`src/rtl/bpu_pkg.sv`:
```
// Shared constants, types and control codes for the bouncing particle updater.
`timescale 1ns / 1ps

package bpu_pkg;

    // Default build parameters
    localparam int BALL_COUNT_DEF = 32;
    localparam int FRAC_BITS_DEF  = 8;

    // Field widths of the channels
    localparam int BALL_W = 5;
    localparam int RAND_W = 16;
    localparam int POS_W  = 20;

    // State word widths
    localparam int STATE_W = 24;
    localparam int ENTRY_W = 4 * STATE_W;
    localparam int WIDE_W  = 48;

    // Configuration port
    localparam int CFG_IDX_W  = 3;
    localparam int CFG_DATA_W = 16;

    // Launch constants, whole pixels per second
    localparam int LAUNCH_VX_SPAN = 600;
    localparam int LAUNCH_VX_OFF  = 300;
    localparam int LAUNCH_VY_BASE = 10;
    localparam int LAUNCH_VY_SPAN = 100;

    // Register reset values
    localparam logic [11:0] RST_FIELD_WIDTH  = 12'd640;
    localparam logic [11:0] RST_FIELD_HEIGHT = 12'd360;
    localparam logic [5:0]  RST_BALL_RADIUS  = 6'd8;
    localparam logic [11:0] RST_GRAVITY      = 12'd300;
    localparam logic [15:0] RST_TIME_STEP    = 16'd1114;
    localparam logic [15:0] RST_DRAG         = 16'd65202;
    localparam logic [15:0] RST_BOUNCE       = 16'd52429;

    typedef logic signed [STATE_W-1:0] t_s24;
    typedef logic signed [WIDE_W-1:0]  t_wide;

    // Configuration register indexes
    typedef enum logic [CFG_IDX_W-1:0] {
        CFG_FIELD_WIDTH  = 3'd0,
        CFG_FIELD_HEIGHT = 3'd1,
        CFG_BALL_RADIUS  = 3'd2,
        CFG_GRAVITY      = 3'd3,
        CFG_TIME_STEP    = 3'd4,
        CFG_DRAG         = 3'd5,
        CFG_BOUNCE       = 3'd6
    } t_cfg_idx;

    // Input command codes
    localparam logic CMD_STEP   = 1'b0;
    localparam logic CMD_LAUNCH = 1'b1;

    // Controller states
    typedef enum logic [4:0] {
        ST_CLEAR,
        ST_IDLE,
        ST_LOAD,
        ST_L1,
        ST_L2,
        ST_L3,
        ST_L4,
        ST_D1,
        ST_D2,
        ST_D3,
        ST_I1,
        ST_I2,
        ST_XL,
        ST_YL,
        ST_XH,
        ST_YH,
        ST_FIN,
        ST_WRITE
    } t_state;

    // Datapath operations, one per sequencer step
    typedef enum logic [4:0] {
        OP_NONE,
        OP_CLEAR,
        OP_TAKE,
        OP_LOAD,
        OP_L1,
        OP_L2,
        OP_L3,
        OP_L4,
        OP_D1,
        OP_D2,
        OP_D3,
        OP_I1,
        OP_I2,
        OP_XL,
        OP_YL,
        OP_XH,
        OP_YH,
        OP_FIN,
        OP_WRITE
    } t_dp_op;

    typedef struct packed {
        t_dp_op op;
        logic   in_ready;
    } t_dp_cmd;

    typedef struct packed {
        logic ball_ok;     // ball on the input channel is inside the table
        logic relaunch;    // launch values are needed for the loaded ball
        logic launch_cmd;  // held item is a launch command
        logic clr_last;    // clearing pass is at its last entry
        logic out_full;    // result register holds a result not yet taken
    } t_dp_status;

endpackage

```
`src/rtl/bpu_in_if.sv`:
```
// Input item channel: valid/ready handshake with the ball command payload.
`timescale 1ns / 1ps

interface bpu_in_if;
    import bpu_pkg::*;

    logic              valid;
    logic              ready;
    logic              command;
    logic [BALL_W-1:0] ball;
    logic [RAND_W-1:0] rand_x;
    logic [RAND_W-1:0] rand_vx;
    logic [RAND_W-1:0] rand_vy;

    modport source (output valid, output command, output ball, output rand_x,
                    output rand_vx, output rand_vy, input ready);
    modport sink   (input valid, input command, input ball, input rand_x,
                    input rand_vx, input rand_vy, output ready);
endinterface

```
`src/rtl/bpu_out_if.sv`:
```
// Result channel: valid/ready handshake with the new ball position payload.
`timescale 1ns / 1ps

interface bpu_out_if;
    import bpu_pkg::*;

    logic              valid;
    logic              ready;
    logic [BALL_W-1:0] ball_id;
    logic [POS_W-1:0]  pos_x;
    logic [POS_W-1:0]  pos_y;
    logic              relaunched;

    modport source (output valid, output ball_id, output pos_x, output pos_y,
                    output relaunched, input ready);
    modport sink   (input valid, input ball_id, input pos_x, input pos_y,
                    input relaunched, output ready);
endinterface

```
`src/rtl/bouncing_particle_update.sv`:
```
// Top level of the bouncing particle updater: sequencer, datapath and checks.
`timescale 1ns / 1ps

// Keeps position and velocity of BALL_COUNT balls and answers every accepted
// item naming a ball inside the table with that ball's new position; an item
// naming a ball beyond the table is taken and dropped. One 25x17 multiplier is
// shared by all products, so an item runs as a chain of single-product steps:
// a launch runs the launch steps, a step the drag, integration and wall steps,
// and a step that relaunches a resting ball both; no new item is taken until
// the current one is written back. After reset the ball table is cleared one
// entry a cycle, during which no item is taken (configuration writes are). The
// result register lets the next item be taken while a result still waits;
// only the write-back stalls when an older result has not been taken.
module bouncing_particle_update #(
    parameter int BALL_COUNT    = bpu_pkg::BALL_COUNT_DEF,
    parameter int FRACTION_BITS = bpu_pkg::FRAC_BITS_DEF
) (
    input  logic                           i_clk,
    input  logic                           i_rst_n,
    bpu_in_if.sink                         i_in,
    bpu_out_if.source                      o_out,
    input  logic                           i_cfg_we,
    input  logic [bpu_pkg::CFG_IDX_W-1:0]  i_cfg_index,
    input  logic [bpu_pkg::CFG_DATA_W-1:0] i_cfg_data
);
    import bpu_pkg::*;

    t_dp_cmd    cmd;
    t_dp_status status;

    bpu_ctrl u_ctrl (
        .i_clk      (i_clk),
        .i_rst_n    (i_rst_n),
        .i_in_valid (i_in.valid),
        .i_status   (status),
        .o_cmd      (cmd)
    );

    bpu_datapath #(
        .BALL_COUNT    (BALL_COUNT),
        .FRACTION_BITS (FRACTION_BITS)
    ) u_datapath (
        .i_clk        (i_clk),
        .i_rst_n      (i_rst_n),
        .i_cmd        (cmd),
        .o_status     (status),
        .i_cfg_we     (i_cfg_we),
        .i_cfg_index  (i_cfg_index),
        .i_cfg_data   (i_cfg_data),
        .i_command    (i_in.command),
        .i_ball       (i_in.ball),
        .i_rand_x     (i_in.rand_x),
        .i_rand_vx    (i_in.rand_vx),
        .i_rand_vy    (i_in.rand_vy),
        .i_out_ready  (o_out.ready),
        .o_out_valid  (o_out.valid),
        .o_ball_id    (o_out.ball_id),
        .o_pos_x      (o_out.pos_x),
        .o_pos_y      (o_out.pos_y),
        .o_relaunched (o_out.relaunched)
    );

    assign i_in.ready = cmd.in_ready;

    // Write-back never overwrites a result that is still waiting
    a_no_overwrite: assert property (@(posedge i_clk) disable iff (!i_rst_n)
        cmd.op == OP_WRITE |-> !(o_out.valid && !o_out.ready))
        else $error("result register overwritten before transfer");

    // Every write-back presents a result in the next cycle
    a_write_shows: assert property (@(posedge i_clk) disable iff (!i_rst_n)
        cmd.op == OP_WRITE |=> o_out.valid)
        else $error("write-back without a result");

    // A result only appears after a write-back
    a_valid_source: assert property (@(posedge i_clk) disable iff (!i_rst_n)
        $rose(o_out.valid) |-> $past(cmd.op == OP_WRITE))
        else $error("result appeared without write-back");

    // An item in the table blocks the input until its write-back
    a_one_in_flight: assert property (@(posedge i_clk) disable iff (!i_rst_n)
        i_in.valid && i_in.ready && status.ball_ok |=> !i_in.ready)
        else $error("second item taken while one is in flight");

endmodule

```
`src/rtl/bpu_ram.sv`:
```
// Generic single-port-write, registered-read RAM.
`timescale 1ns / 1ps

module bpu_ram #(
    parameter int WIDTH = 96,
    parameter int DEPTH = 32,
    localparam int AW   = (DEPTH > 1) ? $clog2(DEPTH) : 1
) (
    input  logic             i_clk,
    input  logic             i_we,
    input  logic [AW-1:0]    i_waddr,
    input  logic [WIDTH-1:0] i_wdata,
    input  logic [AW-1:0]    i_raddr,
    output logic [WIDTH-1:0] o_rdata
);

    logic [WIDTH-1:0] r_mem [DEPTH];
    logic [WIDTH-1:0] r_rdata;

    always_ff @(posedge i_clk) begin
        if (i_we) begin
            r_mem[i_waddr] <= i_wdata;
        end
        r_rdata <= r_mem[i_raddr];
    end

    assign o_rdata = r_rdata;

endmodule

```
`src/rtl/bpu_ctrl.sv`:
```
// Sequencer for the ball update: clearing pass, launch, drag, integration, walls.
`timescale 1ns / 1ps

module bpu_ctrl (
    input  logic                i_clk,
    input  logic                i_rst_n,
    input  logic                i_in_valid,
    input  bpu_pkg::t_dp_status i_status,
    output bpu_pkg::t_dp_cmd    o_cmd
);
    import bpu_pkg::*;

    t_state r_state;
    t_state n_state;

    // State register
    always_ff @(posedge i_clk) begin
        if (!i_rst_n) begin
            r_state <= ST_CLEAR;
        end else begin
            r_state <= n_state;
        end
    end

    // Next state
    always_comb begin
        n_state = r_state;
        case (r_state)
            ST_CLEAR: begin
                if (i_status.clr_last) n_state = ST_IDLE;
            end
            ST_IDLE: begin
                if (i_in_valid && i_status.ball_ok) n_state = ST_LOAD;
            end
            ST_LOAD: begin
                n_state = i_status.relaunch ? ST_L1 : ST_D1;
            end
            ST_L1:  n_state = ST_L2;
            ST_L2:  n_state = ST_L3;
            ST_L3:  n_state = ST_L4;
            ST_L4: begin
                n_state = i_status.launch_cmd ? ST_WRITE : ST_D1;
            end
            ST_D1:  n_state = ST_D2;
            ST_D2:  n_state = ST_D3;
            ST_D3:  n_state = ST_I1;
            ST_I1:  n_state = ST_I2;
            ST_I2:  n_state = ST_XL;
            ST_XL:  n_state = ST_YL;
            ST_YL:  n_state = ST_XH;
            ST_XH:  n_state = ST_YH;
            ST_YH:  n_state = ST_FIN;
            ST_FIN: n_state = ST_WRITE;
            ST_WRITE: begin
                if (!i_status.out_full) n_state = ST_IDLE;
            end
            default: n_state = ST_CLEAR;
        endcase
    end

    // Commands to the datapath
    always_comb begin
        o_cmd.op       = OP_NONE;
        o_cmd.in_ready = 1'b0;
        case (r_state)
            ST_CLEAR: o_cmd.op = OP_CLEAR;
            ST_IDLE: begin
                o_cmd.in_ready = 1'b1;
                if (i_in_valid) o_cmd.op = OP_TAKE;
            end
            ST_LOAD: o_cmd.op = OP_LOAD;
            ST_L1:   o_cmd.op = OP_L1;
            ST_L2:   o_cmd.op = OP_L2;
            ST_L3:   o_cmd.op = OP_L3;
            ST_L4:   o_cmd.op = OP_L4;
            ST_D1:   o_cmd.op = OP_D1;
            ST_D2:   o_cmd.op = OP_D2;
            ST_D3:   o_cmd.op = OP_D3;
            ST_I1:   o_cmd.op = OP_I1;
            ST_I2:   o_cmd.op = OP_I2;
            ST_XL:   o_cmd.op = OP_XL;
            ST_YL:   o_cmd.op = OP_YL;
            ST_XH:   o_cmd.op = OP_XH;
            ST_YH:   o_cmd.op = OP_YH;
            ST_FIN:  o_cmd.op = OP_FIN;
            ST_WRITE: begin
                if (!i_status.out_full) o_cmd.op = OP_WRITE;
            end
            default: o_cmd.op = OP_NONE;
        endcase
    end

endmodule

```
`src/rtl/bpu_datapath.sv`:
```
// Datapath: configuration, ball table, shared multiplier and result register.
`timescale 1ns / 1ps

module bpu_datapath #(
    parameter int BALL_COUNT    = bpu_pkg::BALL_COUNT_DEF,
    parameter int FRACTION_BITS = bpu_pkg::FRAC_BITS_DEF
) (
    input  logic                            i_clk,
    input  logic                            i_rst_n,
    input  bpu_pkg::t_dp_cmd                i_cmd,
    output bpu_pkg::t_dp_status             o_status,
    // configuration writes
    input  logic                            i_cfg_we,
    input  logic [bpu_pkg::CFG_IDX_W-1:0]   i_cfg_index,
    input  logic [bpu_pkg::CFG_DATA_W-1:0]  i_cfg_data,
    // input payload
    input  logic                            i_command,
    input  logic [bpu_pkg::BALL_W-1:0]      i_ball,
    input  logic [bpu_pkg::RAND_W-1:0]      i_rand_x,
    input  logic [bpu_pkg::RAND_W-1:0]      i_rand_vx,
    input  logic [bpu_pkg::RAND_W-1:0]      i_rand_vy,
    // result register
    input  logic                            i_out_ready,
    output logic                            o_out_valid,
    output logic [bpu_pkg::BALL_W-1:0]      o_ball_id,
    output logic [bpu_pkg::POS_W-1:0]       o_pos_x,
    output logic [bpu_pkg::POS_W-1:0]       o_pos_y,
    output logic                            o_relaunched
);
    import bpu_pkg::*;

    localparam int IDX_W  = (BALL_COUNT > 1) ? $clog2(BALL_COUNT) : 1;
    localparam int MA_W   = 25;
    localparam int MB_W   = 17;
    localparam int PROD_W = MA_W + MB_W;
    localparam int SH_W   = PROD_W + FRACTION_BITS;

    localparam t_wide ONE     = t_wide'(2 ** FRACTION_BITS);
    localparam t_wide VX_OFF  = t_wide'(LAUNCH_VX_OFF * (2 ** FRACTION_BITS));
    localparam t_wide VY_BASE = t_wide'(LAUNCH_VY_BASE * (2 ** FRACTION_BITS));
    localparam t_wide S24_MAX = t_wide'(8388607);
    localparam t_wide S24_MIN = -t_wide'(8388608);

    typedef logic signed [PROD_W-1:0] t_prod;

    // Saturate to the signed 24-bit range
    function automatic t_s24 sat24(input t_wide v);
        t_s24 res;
        if (v > S24_MAX) begin
            res = S24_MAX[STATE_W-1:0];
        end else if (v < S24_MIN) begin
            res = S24_MIN[STATE_W-1:0];
        end else begin
            res = v[STATE_W-1:0];
        end
        return res;
    endfunction

    // Floor of a product over 65536
    function automatic t_wide fl16(input t_prod p);
        t_prod q;
        q = p >>> 16;
        return t_wide'(q);
    endfunction

    // Floor of a product times one pixel over 65536
    function automatic t_wide fl16_one(input t_prod p);
        logic signed [SH_W-1:0] t;
        t = (SH_W'(p) <<< FRACTION_BITS) >>> 16;
        return t_wide'($signed(t[PROD_W-1:0]));
    endfunction

    // Configuration registers
    logic [11:0] r_width;
    logic [11:0] r_height;
    logic [5:0]  r_radius;
    logic [11:0] r_gravity;
    logic [15:0] r_dt;
    logic [15:0] r_drag;
    logic [15:0] r_bounce;

    always_ff @(posedge i_clk) begin
        if (!i_rst_n) begin
            r_width   <= RST_FIELD_WIDTH;
            r_height  <= RST_FIELD_HEIGHT;
            r_radius  <= RST_BALL_RADIUS;
            r_gravity <= RST_GRAVITY;
            r_dt      <= RST_TIME_STEP;
            r_drag    <= RST_DRAG;
            r_bounce  <= RST_BOUNCE;
        end else if (i_cfg_we) begin
            case (i_cfg_index)
                CFG_FIELD_WIDTH:  r_width   <= i_cfg_data[11:0];
                CFG_FIELD_HEIGHT: r_height  <= i_cfg_data[11:0];
                CFG_BALL_RADIUS:  r_radius  <= i_cfg_data[5:0];
                CFG_GRAVITY:      r_gravity <= i_cfg_data[11:0];
                CFG_TIME_STEP:    r_dt      <= i_cfg_data;
                CFG_DRAG:         r_drag    <= i_cfg_data;
                CFG_BOUNCE:       r_bounce  <= i_cfg_data;
                default: ;
            endcase
        end
    end

    // Geometry derived from the configuration
    t_wide             rad_w, wid_w, hgt_w;
    t_wide             hi_x, hi_y, floor_zone;
    logic signed [13:0] span_d;

    assign rad_w      = t_wide'({42'd0, r_radius}) <<< FRACTION_BITS;
    assign wid_w      = t_wide'({36'd0, r_width});
    assign hgt_w      = t_wide'({36'd0, r_height});
    assign hi_x       = (wid_w - t_wide'({42'd0, r_radius})) <<< FRACTION_BITS;
    assign hi_y       = (hgt_w - t_wide'({42'd0, r_radius})) <<< FRACTION_BITS;
    assign floor_zone = (hgt_w - t_wide'({41'd0, r_radius, 1'b0})) <<< FRACTION_BITS;
    assign span_d     = $signed({2'b00, r_width}) - $signed({7'd0, r_radius, 1'b0});

    // Ball table
    logic [ENTRY_W-1:0] rd_data;
    logic [ENTRY_W-1:0] wr_data;
    logic [IDX_W-1:0]   wr_addr;
    logic [IDX_W-1:0]   rd_addr;
    logic               wr_en;
    logic [31:0]        in_ball_ext;
    logic [31:0]        held_ball_ext;

    bpu_ram #(
        .WIDTH (ENTRY_W),
        .DEPTH (BALL_COUNT)
    ) u_table (
        .i_clk   (i_clk),
        .i_we    (wr_en),
        .i_waddr (wr_addr),
        .i_wdata (wr_data),
        .i_raddr (rd_addr),
        .o_rdata (rd_data)
    );

    // Working registers
    logic [IDX_W-1:0]  r_clr_addr, n_clr_addr;
    logic              r_cmd, n_cmd;
    logic [BALL_W-1:0] r_ball, n_ball;
    logic [RAND_W-1:0] r_rx, n_rx;
    logic [RAND_W-1:0] r_rvx, n_rvx;
    logic [RAND_W-1:0] r_rvy, n_rvy;
    logic              r_relaunch, n_relaunch;
    t_s24              r_x, n_x;
    t_s24              r_y, n_y;
    t_s24              r_vx, n_vx;
    t_s24              r_vy, n_vy;
    logic              r_bx, n_bx;
    logic              r_by, n_by;
    t_prod             r_prod, n_prod;
    logic              r_out_valid, n_out_valid;
    logic [BALL_W-1:0] r_out_id;
    logic [POS_W-1:0]  r_out_px;
    logic [POS_W-1:0]  r_out_py;
    logic              r_out_rel;

    logic signed [MA_W-1:0] mul_a;
    logic signed [MB_W-1:0] mul_b;

    t_s24  rd_px, rd_py, rd_vx, rd_vy;
    t_wide x_w, y_w, vy_w, rd_vy_w, rd_py_w;
    logic  rest;

    assign in_ball_ext   = 32'(i_ball);
    assign held_ball_ext = 32'(r_ball);
    assign rd_addr       = in_ball_ext[IDX_W-1:0];

    assign rd_px = $signed(rd_data[4*STATE_W-1:3*STATE_W]);
    assign rd_py = $signed(rd_data[3*STATE_W-1:2*STATE_W]);
    assign rd_vx = $signed(rd_data[2*STATE_W-1:STATE_W]);
    assign rd_vy = $signed(rd_data[STATE_W-1:0]);

    assign x_w     = t_wide'(r_x);
    assign y_w     = t_wide'(r_y);
    assign vy_w    = t_wide'(r_vy);
    assign rd_vy_w = t_wide'(rd_vy);
    assign rd_py_w = t_wide'(rd_py);

    // Ball resting near the floor
    assign rest = (rd_vy_w < ONE) && (rd_vy_w > -ONE) && (rd_py_w > floor_zone);

    // Table write port: clearing pass or write-back
    always_comb begin
        wr_en   = 1'b0;
        wr_addr = held_ball_ext[IDX_W-1:0];
        wr_data = {r_x, r_y, r_vx, r_vy};
        case (i_cmd.op)
            OP_CLEAR: begin
                wr_en   = 1'b1;
                wr_addr = r_clr_addr;
                wr_data = '0;
            end
            OP_WRITE: wr_en = 1'b1;
            default: ;
        endcase
    end

    // Step sequencing of the shared multiplier and the ball registers
    always_comb begin
        n_clr_addr  = r_clr_addr;
        n_cmd       = r_cmd;
        n_ball      = r_ball;
        n_rx        = r_rx;
        n_rvx       = r_rvx;
        n_rvy       = r_rvy;
        n_relaunch  = r_relaunch;
        n_x         = r_x;
        n_y         = r_y;
        n_vx        = r_vx;
        n_vy        = r_vy;
        n_bx        = r_bx;
        n_by        = r_by;
        mul_a       = '0;
        mul_b       = '0;
        n_out_valid = r_out_valid && !i_out_ready;
        case (i_cmd.op)
            OP_CLEAR: n_clr_addr = r_clr_addr + 1'b1;
            OP_TAKE: begin
                n_cmd  = i_command;
                n_ball = i_ball;
                n_rx   = i_rand_x;
                n_rvx  = i_rand_vx;
                n_rvy  = i_rand_vy;
            end
            OP_LOAD: begin
                n_x        = rd_px;
                n_y        = rd_py;
                n_vx       = rd_vx;
                n_vy       = rd_vy;
                n_relaunch = (r_cmd == CMD_LAUNCH) || rest;
            end
            // launch: x across the free width, y on the top wall
            OP_L1: begin
                mul_a = MA_W'(span_d);
                mul_b = $signed({1'b0, r_rx});
            end
            OP_L2: begin
                n_x   = sat24(rad_w + fl16_one(r_prod));
                n_y   = sat24(rad_w);
                mul_a = MA_W'(LAUNCH_VX_SPAN);
                mul_b = $signed({1'b0, r_rvx});
            end
            OP_L3: begin
                n_vx  = sat24(fl16_one(r_prod) - VX_OFF);
                mul_a = MA_W'(LAUNCH_VY_SPAN);
                mul_b = $signed({1'b0, r_rvy});
            end
            OP_L4: n_vy = sat24(VY_BASE + fl16_one(r_prod));
            // drag
            OP_D1: begin
                mul_a = MA_W'(r_vx);
                mul_b = $signed({1'b0, r_drag});
            end
            OP_D2: begin
                n_vx  = sat24(fl16(r_prod));
                mul_a = MA_W'(r_vy);
                mul_b = $signed({1'b0, r_drag});
            end
            OP_D3: begin
                n_vy  = sat24(fl16(r_prod));
                mul_a = MA_W'(r_vx);
                mul_b = $signed({1'b0, r_dt});
            end
            // integration and gravity
            OP_I1: begin
                n_x   = sat24(x_w + fl16(r_prod));
                mul_a = MA_W'(r_vy);
                mul_b = $signed({1'b0, r_dt});
            end
            OP_I2: begin
                n_y   = sat24(y_w + fl16(r_prod));
                mul_a = $signed({13'd0, r_gravity});
                mul_b = $signed({1'b0, r_dt});
            end
            // walls, x and y interleaved so each bounce product is ready in time
            OP_XL: begin
                n_vy = sat24(vy_w + fl16_one(r_prod));
                n_bx = (x_w < rad_w);
                if (x_w < rad_w) n_x = sat24(rad_w);
                mul_a = -MA_W'(r_vx);
                mul_b = $signed({1'b0, r_bounce});
            end
            OP_YL: begin
                if (r_bx) n_vx = sat24(fl16(r_prod));
                n_by = (y_w < rad_w);
                if (y_w < rad_w) n_y = sat24(rad_w);
                mul_a = -MA_W'(r_vy);
                mul_b = $signed({1'b0, r_bounce});
            end
            OP_XH: begin
                if (r_by) n_vy = sat24(fl16(r_prod));
                n_bx = (x_w > hi_x);
                if (x_w > hi_x) n_x = sat24(hi_x);
                mul_a = -MA_W'(n_vx);
                mul_b = $signed({1'b0, r_bounce});
            end
            OP_YH: begin
                if (r_bx) n_vx = sat24(fl16(r_prod));
                n_by = (y_w > hi_y);
                if (y_w > hi_y) n_y = sat24(hi_y);
                mul_a = -MA_W'(r_vy);
                mul_b = $signed({1'b0, r_bounce});
            end
            OP_FIN: begin
                if (r_by) n_vy = sat24(fl16(r_prod));
            end
            OP_WRITE: n_out_valid = 1'b1;
            default: ;
        endcase
        n_prod = mul_a * mul_b;
    end

    // Control registers
    always_ff @(posedge i_clk) begin
        if (!i_rst_n) begin
            r_clr_addr  <= '0;
            r_out_valid <= 1'b0;
        end else begin
            r_clr_addr  <= n_clr_addr;
            r_out_valid <= n_out_valid;
        end
    end

    // Payload registers
    always_ff @(posedge i_clk) begin
        r_cmd      <= n_cmd;
        r_ball     <= n_ball;
        r_rx       <= n_rx;
        r_rvx      <= n_rvx;
        r_rvy      <= n_rvy;
        r_relaunch <= n_relaunch;
        r_x        <= n_x;
        r_y        <= n_y;
        r_vx       <= n_vx;
        r_vy       <= n_vy;
        r_bx       <= n_bx;
        r_by       <= n_by;
        r_prod     <= n_prod;
        if (i_cmd.op == OP_WRITE) begin
            r_out_id  <= r_ball;
            r_out_px  <= r_x[POS_W-1:0];
            r_out_py  <= r_y[POS_W-1:0];
            r_out_rel <= r_relaunch;
        end
    end

    // Status back to the sequencer
    assign o_status.ball_ok    = (in_ball_ext < 32'(BALL_COUNT));
    assign o_status.relaunch   = (r_cmd == CMD_LAUNCH) || rest;
    assign o_status.launch_cmd = (r_cmd == CMD_LAUNCH);
    assign o_status.clr_last   = (r_clr_addr == IDX_W'(BALL_COUNT - 1));
    assign o_status.out_full   = r_out_valid && !i_out_ready;

    assign o_out_valid  = r_out_valid;
    assign o_ball_id    = r_out_id;
    assign o_pos_x      = r_out_px;
    assign o_pos_y      = r_out_py;
    assign o_relaunched = r_out_rel;

endmodule
```
`src/flat_wrapper.sv`:
```
// flat-port wrapper written by rule: the top's interface ports become plain ports
module bouncing_particle_update_flat import bpu_pkg::*;
#(
    parameter int BALL_COUNT    = bpu_pkg::BALL_COUNT_DEF,
    parameter int FRACTION_BITS = bpu_pkg::FRAC_BITS_DEF
)
  (i_clk, i_rst_n, i_cfg_we, i_cfg_index, i_cfg_data, i_in_valid, i_in_command, i_in_ball, i_in_rand_x, i_in_rand_vx, i_in_rand_vy, i_in_ready, o_out_valid, o_out_ball_id, o_out_pos_x, o_out_pos_y, o_out_relaunched, o_out_ready);
  bpu_in_if i_in_i ();
  bpu_out_if o_out_i ();
  input  logic i_clk;
  input  logic i_rst_n;
  input  logic i_cfg_we;
  input  logic [bpu_pkg::CFG_IDX_W-1:0] i_cfg_index;
  input  logic [bpu_pkg::CFG_DATA_W-1:0] i_cfg_data;
  input wire logic [$bits(i_in_i.valid)-1:0] i_in_valid;
  input wire logic [$bits(i_in_i.command)-1:0] i_in_command;
  input wire logic [$bits(i_in_i.ball)-1:0] i_in_ball;
  input wire logic [$bits(i_in_i.rand_x)-1:0] i_in_rand_x;
  input wire logic [$bits(i_in_i.rand_vx)-1:0] i_in_rand_vx;
  input wire logic [$bits(i_in_i.rand_vy)-1:0] i_in_rand_vy;
  output wire logic [$bits(i_in_i.ready)-1:0] i_in_ready;
  output wire logic [$bits(o_out_i.valid)-1:0] o_out_valid;
  output wire logic [$bits(o_out_i.ball_id)-1:0] o_out_ball_id;
  output wire logic [$bits(o_out_i.pos_x)-1:0] o_out_pos_x;
  output wire logic [$bits(o_out_i.pos_y)-1:0] o_out_pos_y;
  output wire logic [$bits(o_out_i.relaunched)-1:0] o_out_relaunched;
  input wire logic [$bits(o_out_i.ready)-1:0] o_out_ready;
  assign i_in_i.valid = i_in_valid;
  assign i_in_i.command = i_in_command;
  assign i_in_i.ball = i_in_ball;
  assign i_in_i.rand_x = i_in_rand_x;
  assign i_in_i.rand_vx = i_in_rand_vx;
  assign i_in_i.rand_vy = i_in_rand_vy;
  assign i_in_ready = i_in_i.ready;
  assign o_out_valid = o_out_i.valid;
  assign o_out_ball_id = o_out_i.ball_id;
  assign o_out_pos_x = o_out_i.pos_x;
  assign o_out_pos_y = o_out_i.pos_y;
  assign o_out_relaunched = o_out_i.relaunched;
  assign o_out_i.ready = o_out_ready;
  bouncing_particle_update #(.BALL_COUNT(BALL_COUNT), .FRACTION_BITS(FRACTION_BITS)) u_core (.i_clk(i_clk), .i_rst_n(i_rst_n), .i_in(i_in_i), .o_out(o_out_i), .i_cfg_we(i_cfg_we), .i_cfg_index(i_cfg_index), .i_cfg_data(i_cfg_data));
endmodule
```
`config.mk`:
```
export PLATFORM = sky130hd
export DESIGN_NAME = bouncing_particle_update_flat
export DESIGN_NICKNAME = d
export VERILOG_FILES = /design/src/rtl/bpu_pkg.sv /design/src/rtl/bpu_in_if.sv /design/src/rtl/bpu_out_if.sv /design/src/rtl/bouncing_particle_update.sv /design/src/rtl/bpu_ram.sv /design/src/rtl/bpu_ctrl.sv /design/src/rtl/bpu_datapath.sv /design/src/flat_wrapper.sv
export SDC_FILE = /design/constraint.sdc
export NUM_CORES = 2
export LEC_CHECK = 0
export BUFFER_PORTS_ARGS = -buffer_cell sky130_fd_sc_hd__buf_2
export CORE_MARGIN = 1.5
export CORE_UTILIZATION = 29
export CTS_BUF_LIST = sky130_fd_sc_hd__clkbuf_16
export CTS_CLUSTER_DIAMETER = 80
export DETAILED_ROUTE_END_ITERATION = 10
export SYNTH_ARGS = -nofsm -noshare
export SYNTH_HDL_FRONTEND = slang
export SYNTH_SLANG_ARGS = --single-unit
```
`constraint.sdc`:
```
create_clock -name i_clk -period 20.5 [get_ports i_clk]
set_input_delay 1.025 -clock i_clk [delete_from_list [all_inputs] [get_ports i_clk]]
set_output_delay 1.025 -clock i_clk [all_outputs]
set_load 0.01 [all_outputs]
```
==> Yosys cells after proc, flatten, opt, wreduce, memory -nomap -nowiden <==
Memory sizes are Yosys's and may differ from the RTL's. A register that Yosys moved wholly into a read port is not among the register bits.
Index checks and enable logic that the tools add are counted.
{ "totals": {"ff_bits": 342, "latchBits": 0, "ram_bits": 3072, "rom_bits": 0, "in_bits": 78, "out_inout_bits": 48, "wordCells": 206, "mem_count": 1} }
{ "classes": {"n_addsub": 13, "multipliers": 1, "n_div": 0, "n_lt_le_gt_ge": 28, "eq_ne": 51, "shifts": 0, "mux": 50, "n_bitwise": 0, "reduce_logical": 35} }
{ "mem_list": {"columns": ["name", "depth", "width", "read_ports", "rd_clocked_by_memory_dff", "write_ports", "line_no", "rtl"], "rows": [
  ["u_core.u_datapath.u_table.r_mem", 32, 96, 1, 1, 1, "bpu_ram.sv:17", "logic [WIDTH-1:0] r_mem [DEPTH];"]
]} }
{ "ops": {"columns": ["operator", "count"], "rows": [
  ["2-to-1 mux 24 bit", 26],
  ["one-hot mux 24 bit (5 select lines)", 3],
  ["one-hot mux 25 bit (8 select lines)", 1],
  ["one-hot mux 5 bit (18 select lines)", 2],
  ["> comparator 35 x 24 -> 1 bit, second input constant", 4],
  ["less-than comparator 35 x 24 -> 1 bit, second input constant", 4],
  ["2-to-1 mux 96 bit", 1],
  ["one-hot mux 16 bit (6 select lines)", 1],
  ["one-hot mux 24 bit (4 select lines)", 1],
  ["equality test 5 x 4 -> 1 bit, second input constant", 16],
  ["> comparator 24 x 21 -> 1 bit", 3],
  ["adder 24 x 26 -> 27 bit", 2],
  ["> comparator 27 x 24 -> 1 bit, second input constant", 2],
  ["less-than comparator 27 x 24 -> 1 bit, second input constant", 2],
  ["negator 24 -> 25 bit", 2],
  ["> comparator 21 x 24 -> 1 bit, second input constant", 2],
  ["less-than comparator 21 x 24 -> 1 bit, second input constant", 2],
  ["less-than comparator 24 x 15 -> 1 bit", 2],
  ["multiplier 25 x 17 -> 42 bit", 1],
  ["equality test 5 x 3 -> 1 bit, second input constant", 8],
  ["adder 13 x 34 -> 35 bit, first input constant", 1],
  ["adder 15 x 34 -> 35 bit", 1],
  ["adder 24 x 34 -> 35 bit", 1],
  ["subtractor 34 x 18 -> 35 bit, second input constant", 1],
  ["other kinds (36)", 89]
]} }

==> Depth between registers and ports, before layout <==
{ "depth": {"word_depth": 9, "ltp_mapped": 37, "depth_no_buf": 36} }

==> Modules after synthesis <==
Synthesis repeated with hierarchy kept, for this count alone.
{ "unflattened": {"hier_cells": 10228, "area_unflattened_um2": 158016.6} }
{ "by_module_without_submodules": {"columns": ["mod", "n_inst", "cells_per_inst", "area_each_um2", "seq_area_each_um2"], "rows": [
  ["bpu_ram", 1, 5604, 118492.4, 94170.3],
  ["bpu_datapath", 1, 4572, 39100.0, 8578.2],
  ["bpu_ctrl", 1, 52, 424.2, 100.1]
]} }

==> Least setup slack after synthesis <==
Ideal clock, no wire load.
{ "synth_path": {"path_kind": "reg-to-reg", "start": "reg u_core.u_datapath.r_vx[3]", "end": "reg u_core.u_datapath.r_prod[41]", "setup_time_ns": 0.121, "t_arrival_ns": 8.039, "required_ns": 20.379, "path_slack_ns": 12.341, "path_stages_with_launch": 34, "path_buffers": 1, "synth_period_minus_slack_ns": 8.159, "cell_sequence": "edfxtp_1 -> nor3_2 -> nand3b_1 -> nand2b_4 -> or3_1 -> or3_1 -> or3_1 -> or3_1 -> o21ai_0 -> and2_1 -> or3_1 -> buf_2 -> nand2_1 -> fa_1 -> fa_1 -> fa_1 -> inv_1 -> fa_1 -> fa_1 -> inv_1 -> fa_1 -> inv_1 -> ha_1 -> nand2_1 -> nor3_1 -> inv_1 -> a2111oi_0 -> o2111ai_1 -> a21oi_1 -> o211ai_1 -> a21oi_1 -> a21o_1 -> a21oi_1 -> xnor2_1"} }
{ "synth_between": {"elab_chain_cells": 3} }
{ "synth_lines": {"columns": ["element", "line_no", "rtl"], "rows": [
  ["from (decl)", "bpu_datapath.sv:149", "t_s24 r_vx, n_vx;"],
  ["from (signal assigned)", "bpu_datapath.sv:337", "r_vx <= n_vx;"],
  ["negator 24 -> 25 bit", "bpu_datapath.sv:283, bpu_datapath.sv:297", null],
  ["one-hot mux 25 bit (8 select lines) (*)", "bpu_datapath.sv:219", "case (i_cmd.op)"],
  ["multiplier 25 x 17 -> 42 bit (*)", "bpu_datapath.sv:313", "n_prod = mul_a * mul_b;"],
  ["net u_core.u_datapath.n_prod[41]", "bpu_datapath.sv:153", "t_prod r_prod, n_prod;"],
  ["to (signal assigned)", "bpu_datapath.sv:341", "r_prod <= n_prod;"],
  ["to (decl)", "bpu_datapath.sv:153", null]
]} }
The timed path passes the listed nets; every way through them passes the cells marked *.
A chain may end at the register's enable or synchronous reset.

==> Worst setup path in the final report <==
{ "layout_path": {"start": "reg u_core.u_datapath.r_radius[1]", "end": "reg u_core.u_datapath.r_prod[41]"} }
{ "layout_between": {"elab_chain_cells": 3} }
{ "layout_lines": {"columns": ["element", "line_no", "rtl"], "rows": [
  ["from (decl)", "bpu_datapath.sv:76", "logic [5:0] r_radius;"],
  ["from (signal assigned)", "bpu_datapath.sv:95", "CFG_BALL_RADIUS: r_radius <= i_cfg_data[5:0];"],
  ["subtractor 12 x 7 -> 13 bit", "bpu_datapath.sv:116", "assign span_d = $signed({2'b00, r_width}) - $signed({7'd0, r_radius, 1'b0});"],
  ["one-hot mux 25 bit (8 select lines)", "bpu_datapath.sv:219", null],
  ["multiplier 25 x 17 -> 42 bit", "bpu_datapath.sv:313", null],
  ["net u_core.u_datapath.n_prod[41]", "bpu_datapath.sv:153", null]
]} }
The timed path passes the listed nets, and every way through them passes these cells.

==> impl_metrics.xml <==
<?xml version="1.0" encoding="UTF-8"?>
<metrics>
  <group name="power_and_ir_drop">
    <metric name="powerDensity" unit="nW/um2">84.0</metric>
    <metric name="p_int" unit="mW">11.8</metric>
    <metric name="power.combinational.fraction" unit="">0.043</metric>
    <metric name="switching_share" unit="">0.217</metric>
    <metric name="peakVddDrop" unit="mV">0.0752</metric>
    <metric name="seqPwrFrac" unit="">0.523</metric>
    <metric name="clkPwrFrac" unit="">0.433</metric>
    <metric name="power_switching" unit="mW">3.27</metric>
    <metric name="leakage" unit="nW">61.2</metric>
  </group>
  <group name="placed_design">
    <metric name="gp_routability_congestion" unit="">0.955</metric>
    <metric name="detailed_place_hpwl" unit="um">277000</metric>
    <metric name="numPortBuffers" unit="">125</metric>
    <metric name="place_ws" unit="ps">10330</metric>
  </group>
  <group name="logic_synthesis">
    <metric name="netlist-cell-type-count" unit="">112</metric>
    <metric name="synth_enable_flop_cells" unit="">3271</metric>
    <metric name="synth_nets" unit="">9775</metric>
    <metric name="synth_top_area_frac" unit="">0.626</metric>
    <metric name="synth_largest_area_cell" unit="">sky130_fd_sc_hd__edfxtp_1</metric>
    <metric name="synth.cell_area" unit="um2">157000</metric>
    <metric name="synth.ff_latch_count" unit="">3502</metric>
    <metric name="synth_async_sr_flop_share" unit="">0</metric>
    <metric name="seq_area_frac_synth" unit="">0.655</metric>
    <metric name="synthesis_warning_total" unit="">0</metric>
    <metric name="number_of_standard_cells_after_synthesis" unit="">9015</metric>
    <metric name="netlist_top_cells_area" unit="">sky130_fd_sc_hd__edfxtp_1 63%, sky130_fd_sc_hd__mux4_2 14%, sky130_fd_sc_hd__fa_1 5.1%</metric>
    <metric name="synth_area_per_cell" unit="um2">17.4</metric>
    <metric name="ys.flop_type" unit="">sky130_fd_sc_hd__edfxtp_1</metric>
  </group>
  <group name="drt">
    <metric name="drt_drc_violations_left" unit="">0</metric>
    <metric name="routed.top_layer" unit="">met5</metric>
    <metric name="drt_pass1_iterations" unit="">6</metric>
    <metric name="post_route_ant_nets" unit="">0</metric>
    <metric name="post_drt_wl_per_cell" unit="um">28.1</metric>
    <metric name="via_per_inst" unit="">5.25</metric>
    <metric name="dr_wl_met3" unit="um">46100</metric>
    <metric name="drt-initial-drc-count" unit="">11680</metric>
    <metric name="detailroute.via_count" unit="">88396</metric>
    <metric name="postRouteWirelength" unit="um">473000</metric>
    <metric name="met2_wirelength" unit="um">211000</metric>
    <metric name="wirelength_met1" unit="um">199000</metric>
  </group>
  <group name="run">
    <metric name="max_cap_viol_count" unit="">0</metric>
  </group>
  <group name="worst_setup_path">
    <metric name="cp_num_cells" unit="">34</metric>
    <metric name="crit_path_buffers_inverters" unit="">7</metric>
    <metric name="path_max_fanout" unit="">14</metric>
    <metric name="cpPeakStageDelay" unit="ps">690</metric>
    <metric name="start_kind" unit="">register</metric>
    <metric name="critical-path-top-cell-by-count" unit="">sky130_fd_sc_hd__inv_1</metric>
    <metric name="critical_path.top_delay_family" unit="">compound AO/OA/AOI/OAI gates</metric>
    <metric name="r2r_cells" unit="">34</metric>
    <metric name="critical_path_arrival" unit="ps">11150</metric>
    <metric name="timing.rr.start" unit="">u_core.u_datapath.r_radius[1]$_SDFFE_PN0P_</metric>
    <metric name="worstSetupEndpoint" unit="">u_core.u_datapath.r_prod[41]$_DFF_P_</metric>
    <metric name="crit-reg2reg-capture" unit="">u_core.u_datapath.r_prod[41]$_DFF_P_</metric>
    <metric name="reg2reg_slack" unit="ps">10150</metric>
    <metric name="slowest_stage" unit="">sky130_fd_sc_hd__a2111oi_2</metric>
    <metric name="path_class" unit="">register to register</metric>
    <metric name="cp_data_required_time" unit="ps">21300</metric>
    <metric name="end_kind" unit="">register</metric>
    <metric name="setup.worst_path.start" unit="">u_core.u_datapath.r_radius[1]$_SDFFE_PN0P_</metric>
  </group>
  <group name="outcome">
    <metric name="run_status" unit="">finished, final reports clean</metric>
  </group>
  <group name="global_route">
    <metric name="grt_util_all_layers" unit="">0.168</metric>
    <metric name="grt_pass1_wl" unit="um">666000</metric>
    <metric name="vias_in_the_first_global_route" unit="">86807</metric>
    <metric name="grt_residual_overflow" unit="">0</metric>
    <metric name="largest_net_degree_at_the_start_of_global_routing" unit="">115</metric>
    <metric name="grt_antenna_before_repair" unit="">33</metric>
  </group>
  <group name="die">
    <metric name="die-height" unit="um">739</metric>
    <metric name="dieWidth" unit="um">739</metric>
    <metric name="core_area" unit="um2">540000</metric>
    <metric name="total_die_area" unit="um2">546000</metric>
    <metric name="boundary_pins" unit="">126</metric>
    <metric name="floorplan.rows" unit="">270</metric>
    <metric name="initial_core_util" unit="">0.291</metric>
  </group>
  <group name="timing">
    <metric name="slew_viol_final" unit="">0</metric>
    <metric name="setup-tns-final" unit="ps">0</metric>
    <metric name="worst_hold_slack" unit="ps">310</metric>
    <metric name="period_needed" unit="ps">10350</metric>
    <metric name="final.setup.worst_slack" unit="ps">10150</metric>
    <metric name="final.setup_skew" unit="ps">117</metric>
    <metric name="final-setup-viol-count" unit="">0</metric>
    <metric name="grt_setup_unrepaired" unit="">false</metric>
    <metric name="timing.max_slew.rel_slack" unit="">0.0557</metric>
    <metric name="fmax" unit="MHz">96.6</metric>
    <metric name="period_share" unit="">0.505</metric>
    <metric name="tightestPinTransition" unit="ps">1420</metric>
    <metric name="hold_violations" unit="">0</metric>
  </group>
  <group name="clock_tree">
    <metric name="cts_max_path_buffers" unit="">4</metric>
    <metric name="cts-resized-gates" unit="">0</metric>
    <metric name="holdBufCountCts" unit="">0</metric>
    <metric name="cts_buf_count" unit="">362</metric>
    <metric name="worstSkewPairLatency" unit="ps">1000</metric>
    <metric name="clock_sink_count" unit="">3502</metric>
    <metric name="clkSlewWorstSetupHoldPaths" unit="ps">60</metric>
    <metric name="cts_htree_levels" unit="">5</metric>
    <metric name="cts_tree" unit="">done</metric>
    <metric name="cts-root-buf" unit="">sky130_fd_sc_hd__clkbuf_16</metric>
    <metric name="post-cts-setup-buffers" unit="">0</metric>
  </group>
  <group name="finish">
    <metric name="layout.cells.most_common_list" unit="">3,271 x sky130_fd_sc_hd__edfxtp_1, 960 x sky130_fd_sc_hd__mux4_2, 627 x sky130_fd_sc_hd__inv_1</metric>
    <metric name="final_core_utilization" unit="">0.332</metric>
    <metric name="layout_commonest_cell" unit="">sky130_fd_sc_hd__edfxtp_1</metric>
    <metric name="layout-drive-gt1-share" unit="">0.216</metric>
    <metric name="area_growth" unit="%">14.2</metric>
    <metric name="nets" unit="">10075</metric>
  </group>
  <group name="worst_hold_path">
    <metric name="hold_path.class" unit="">input pin to register</metric>
  </group>
</metrics>
[flip-flops by register name, indices dropped and copies added (netlist names), 6 cells and up]
| register | cells |
|---|---|
| u_core.u_datapath.r_rx | 16 |
| u_core.u_datapath.r_rvy | 16 |
| u_core.u_datapath.r_rvx | 16 |
| u_core.u_datapath.r_vx | 24 |
| u_core.u_datapath.r_x | 24 |
| u_core.u_datapath.r_bounce | 16 |
| u_core.u_datapath.r_prod | 34 |
| u_core.u_datapath.u_table.r_mem | 3072 |
| u_core.u_datapath.r_width | 12 |
| u_core.u_datapath.r_drag | 16 |
| u_core.u_datapath.r_y | 24 |
| u_core.u_datapath.o_pos_x | 20 |
| u_core.u_datapath.r_radius | 6 |
| u_core.u_datapath.r_height | 12 |
| u_core.u_datapath.r_vy | 24 |
| u_core.u_datapath.r_dt | 16 |
| u_core.u_datapath.r_gravity | 12 |
| u_core.u_datapath.u_table.o_rdata | 96 |
| u_core.u_datapath.o_pos_y | 20 |
[cell usage after synthesis, types with 18 or more instances]
cell type                  instances
sky130_fd_sc_hd__nor2_1          391
sky130_fd_sc_hd__edfxtp_1       3271
sky130_fd_sc_hd__a21boi_0         64
sky130_fd_sc_hd__or3_1            37
sky130_fd_sc_hd__o22ai_1          26
sky130_fd_sc_hd__a221oi_1         30
sky130_fd_sc_hd__dfxtp_1         231
sky130_fd_sc_hd__and2_1          110
sky130_fd_sc_hd__a31oi_1          28
sky130_fd_sc_hd__buf_1            62
sky130_fd_sc_hd__xor2_1           69
sky130_fd_sc_hd__mux4_2          960
sky130_fd_sc_hd__nand2b_1         37
sky130_fd_sc_hd__mux2_2          102
sky130_fd_sc_hd__o211ai_1         43
sky130_fd_sc_hd__nor4_1           31
sky130_fd_sc_hd__a221o_1          20
sky130_fd_sc_hd__o221ai_1         19
sky130_fd_sc_hd__nand4_1          36
sky130_fd_sc_hd__a22oi_1          51
sky130_fd_sc_hd__clkbuf_1        341
sky130_fd_sc_hd__buf_2            23
sky130_fd_sc_hd__xnor2_1         129
sky130_fd_sc_hd__o21a_1           50
sky130_fd_sc_hd__nand3_1         108
sky130_fd_sc_hd__nor2b_1          70
sky130_fd_sc_hd__o21ai_0         121
sky130_fd_sc_hd__ha_1            285
sky130_fd_sc_hd__fa_1            397
sky130_fd_sc_hd__o21bai_1         18
sky130_fd_sc_hd__inv_1           552
sky130_fd_sc_hd__and3_1           29
sky130_fd_sc_hd__nand2_1         596
sky130_fd_sc_hd__a21o_1           96
sky130_fd_sc_hd__a21oi_1         210
sky130_fd_sc_hd__nor3_1           98
[how the worst min path moves through the flow]
stage | start | to | slack (ps) | depth (start not counted)
2_1_floorplan | u_core.u_datapath.r_relaunch$_DFFE_PP_ | u_core.u_datapath.o_relaunched$_DFFE_PP_ | 400 | 0
3_3_place_gp | u_core.u_datapath.r_dt[2]$_SDFFE_PN0P_ | u_core.u_datapath.r_dt[2]$_SDFFE_PN0P_ | 450 | 2
4_1_cts | i_in_rand_x[11] | u_core.u_datapath.r_rx[11]$_DFFE_PN_ | 230 | 1
5_1_grt | i_in_rand_x[11] | u_core.u_datapath.r_rx[11]$_DFFE_PN_ | 270 | 1
6_report | i_in_rand_x[11] | u_core.u_datapath.r_rx[11]$_DFFE_PN_ | 310 | 1
3_5_place_dp | u_core.u_datapath.r_dt[12]$_SDFFE_PN0P_ | u_core.u_datapath.r_dt[12]$_SDFFE_PN0P_ | 460 | 2
[cells by family after synthesis]
logic type / count (synthesis) / synth area share
AO/OA/AOI/OAI: 945 / 0.0420
buffers and inverters: 988 / 0.0242
multiplexers: 1075 / 0.146
flip-flops: 3502 / 0.655
XOR/XNOR: 199 / 0.0112
AND/OR/NAND/NOR: 1624 / 0.0483
adder cells (fa/ha/maj): 682 / 0.0733
[metrics by stage]
step | std cells | instance area, um2 | power, mW
floorplan | 9015 | 157000 | 8.44
global placement | 16159 | 167000 | 8.68
detailed placement | 16159 | 167000 | 8.68
CTS | 16826 | 179000 | 15.2
global route | 16827 | 179000 | 15.5
finish | 16841 | 179000 | 15.1
[routing by layer]
metal | up-vias | global-route usage
li1 | 35771 | -
met1 | 47078 | 0.239
met2 | 4692 | 0.255
met3 | 831 | 0.0352
met4 | 24 | 0.0562
met5 | - | 0
[power by group through the flow]
stage	clock, mW	sequential, mW	combinational, mW
final	6.53	7.88	0.650
after global routing	6.89	7.88	0.688
after CTS	6.63	7.88	0.658
after detailed placement	0	8.03	0.655
after global placement	0	8.03	0.655
after floorplan	0	8.00	0.437
[layout make-up]
cell class                 instances  area (um2)
antenna                           15        37.5
clock buffer                     367        9180
clock inverter                   300        2640
fill                           51478      361000
inverter                         553        2080
multi-input combinational       4525       50800
sequential                      3502      103000
tap                             7208        9020
timing repair buffer             371        2680
No activity file was read; power rests on OpenSTA's default activity.
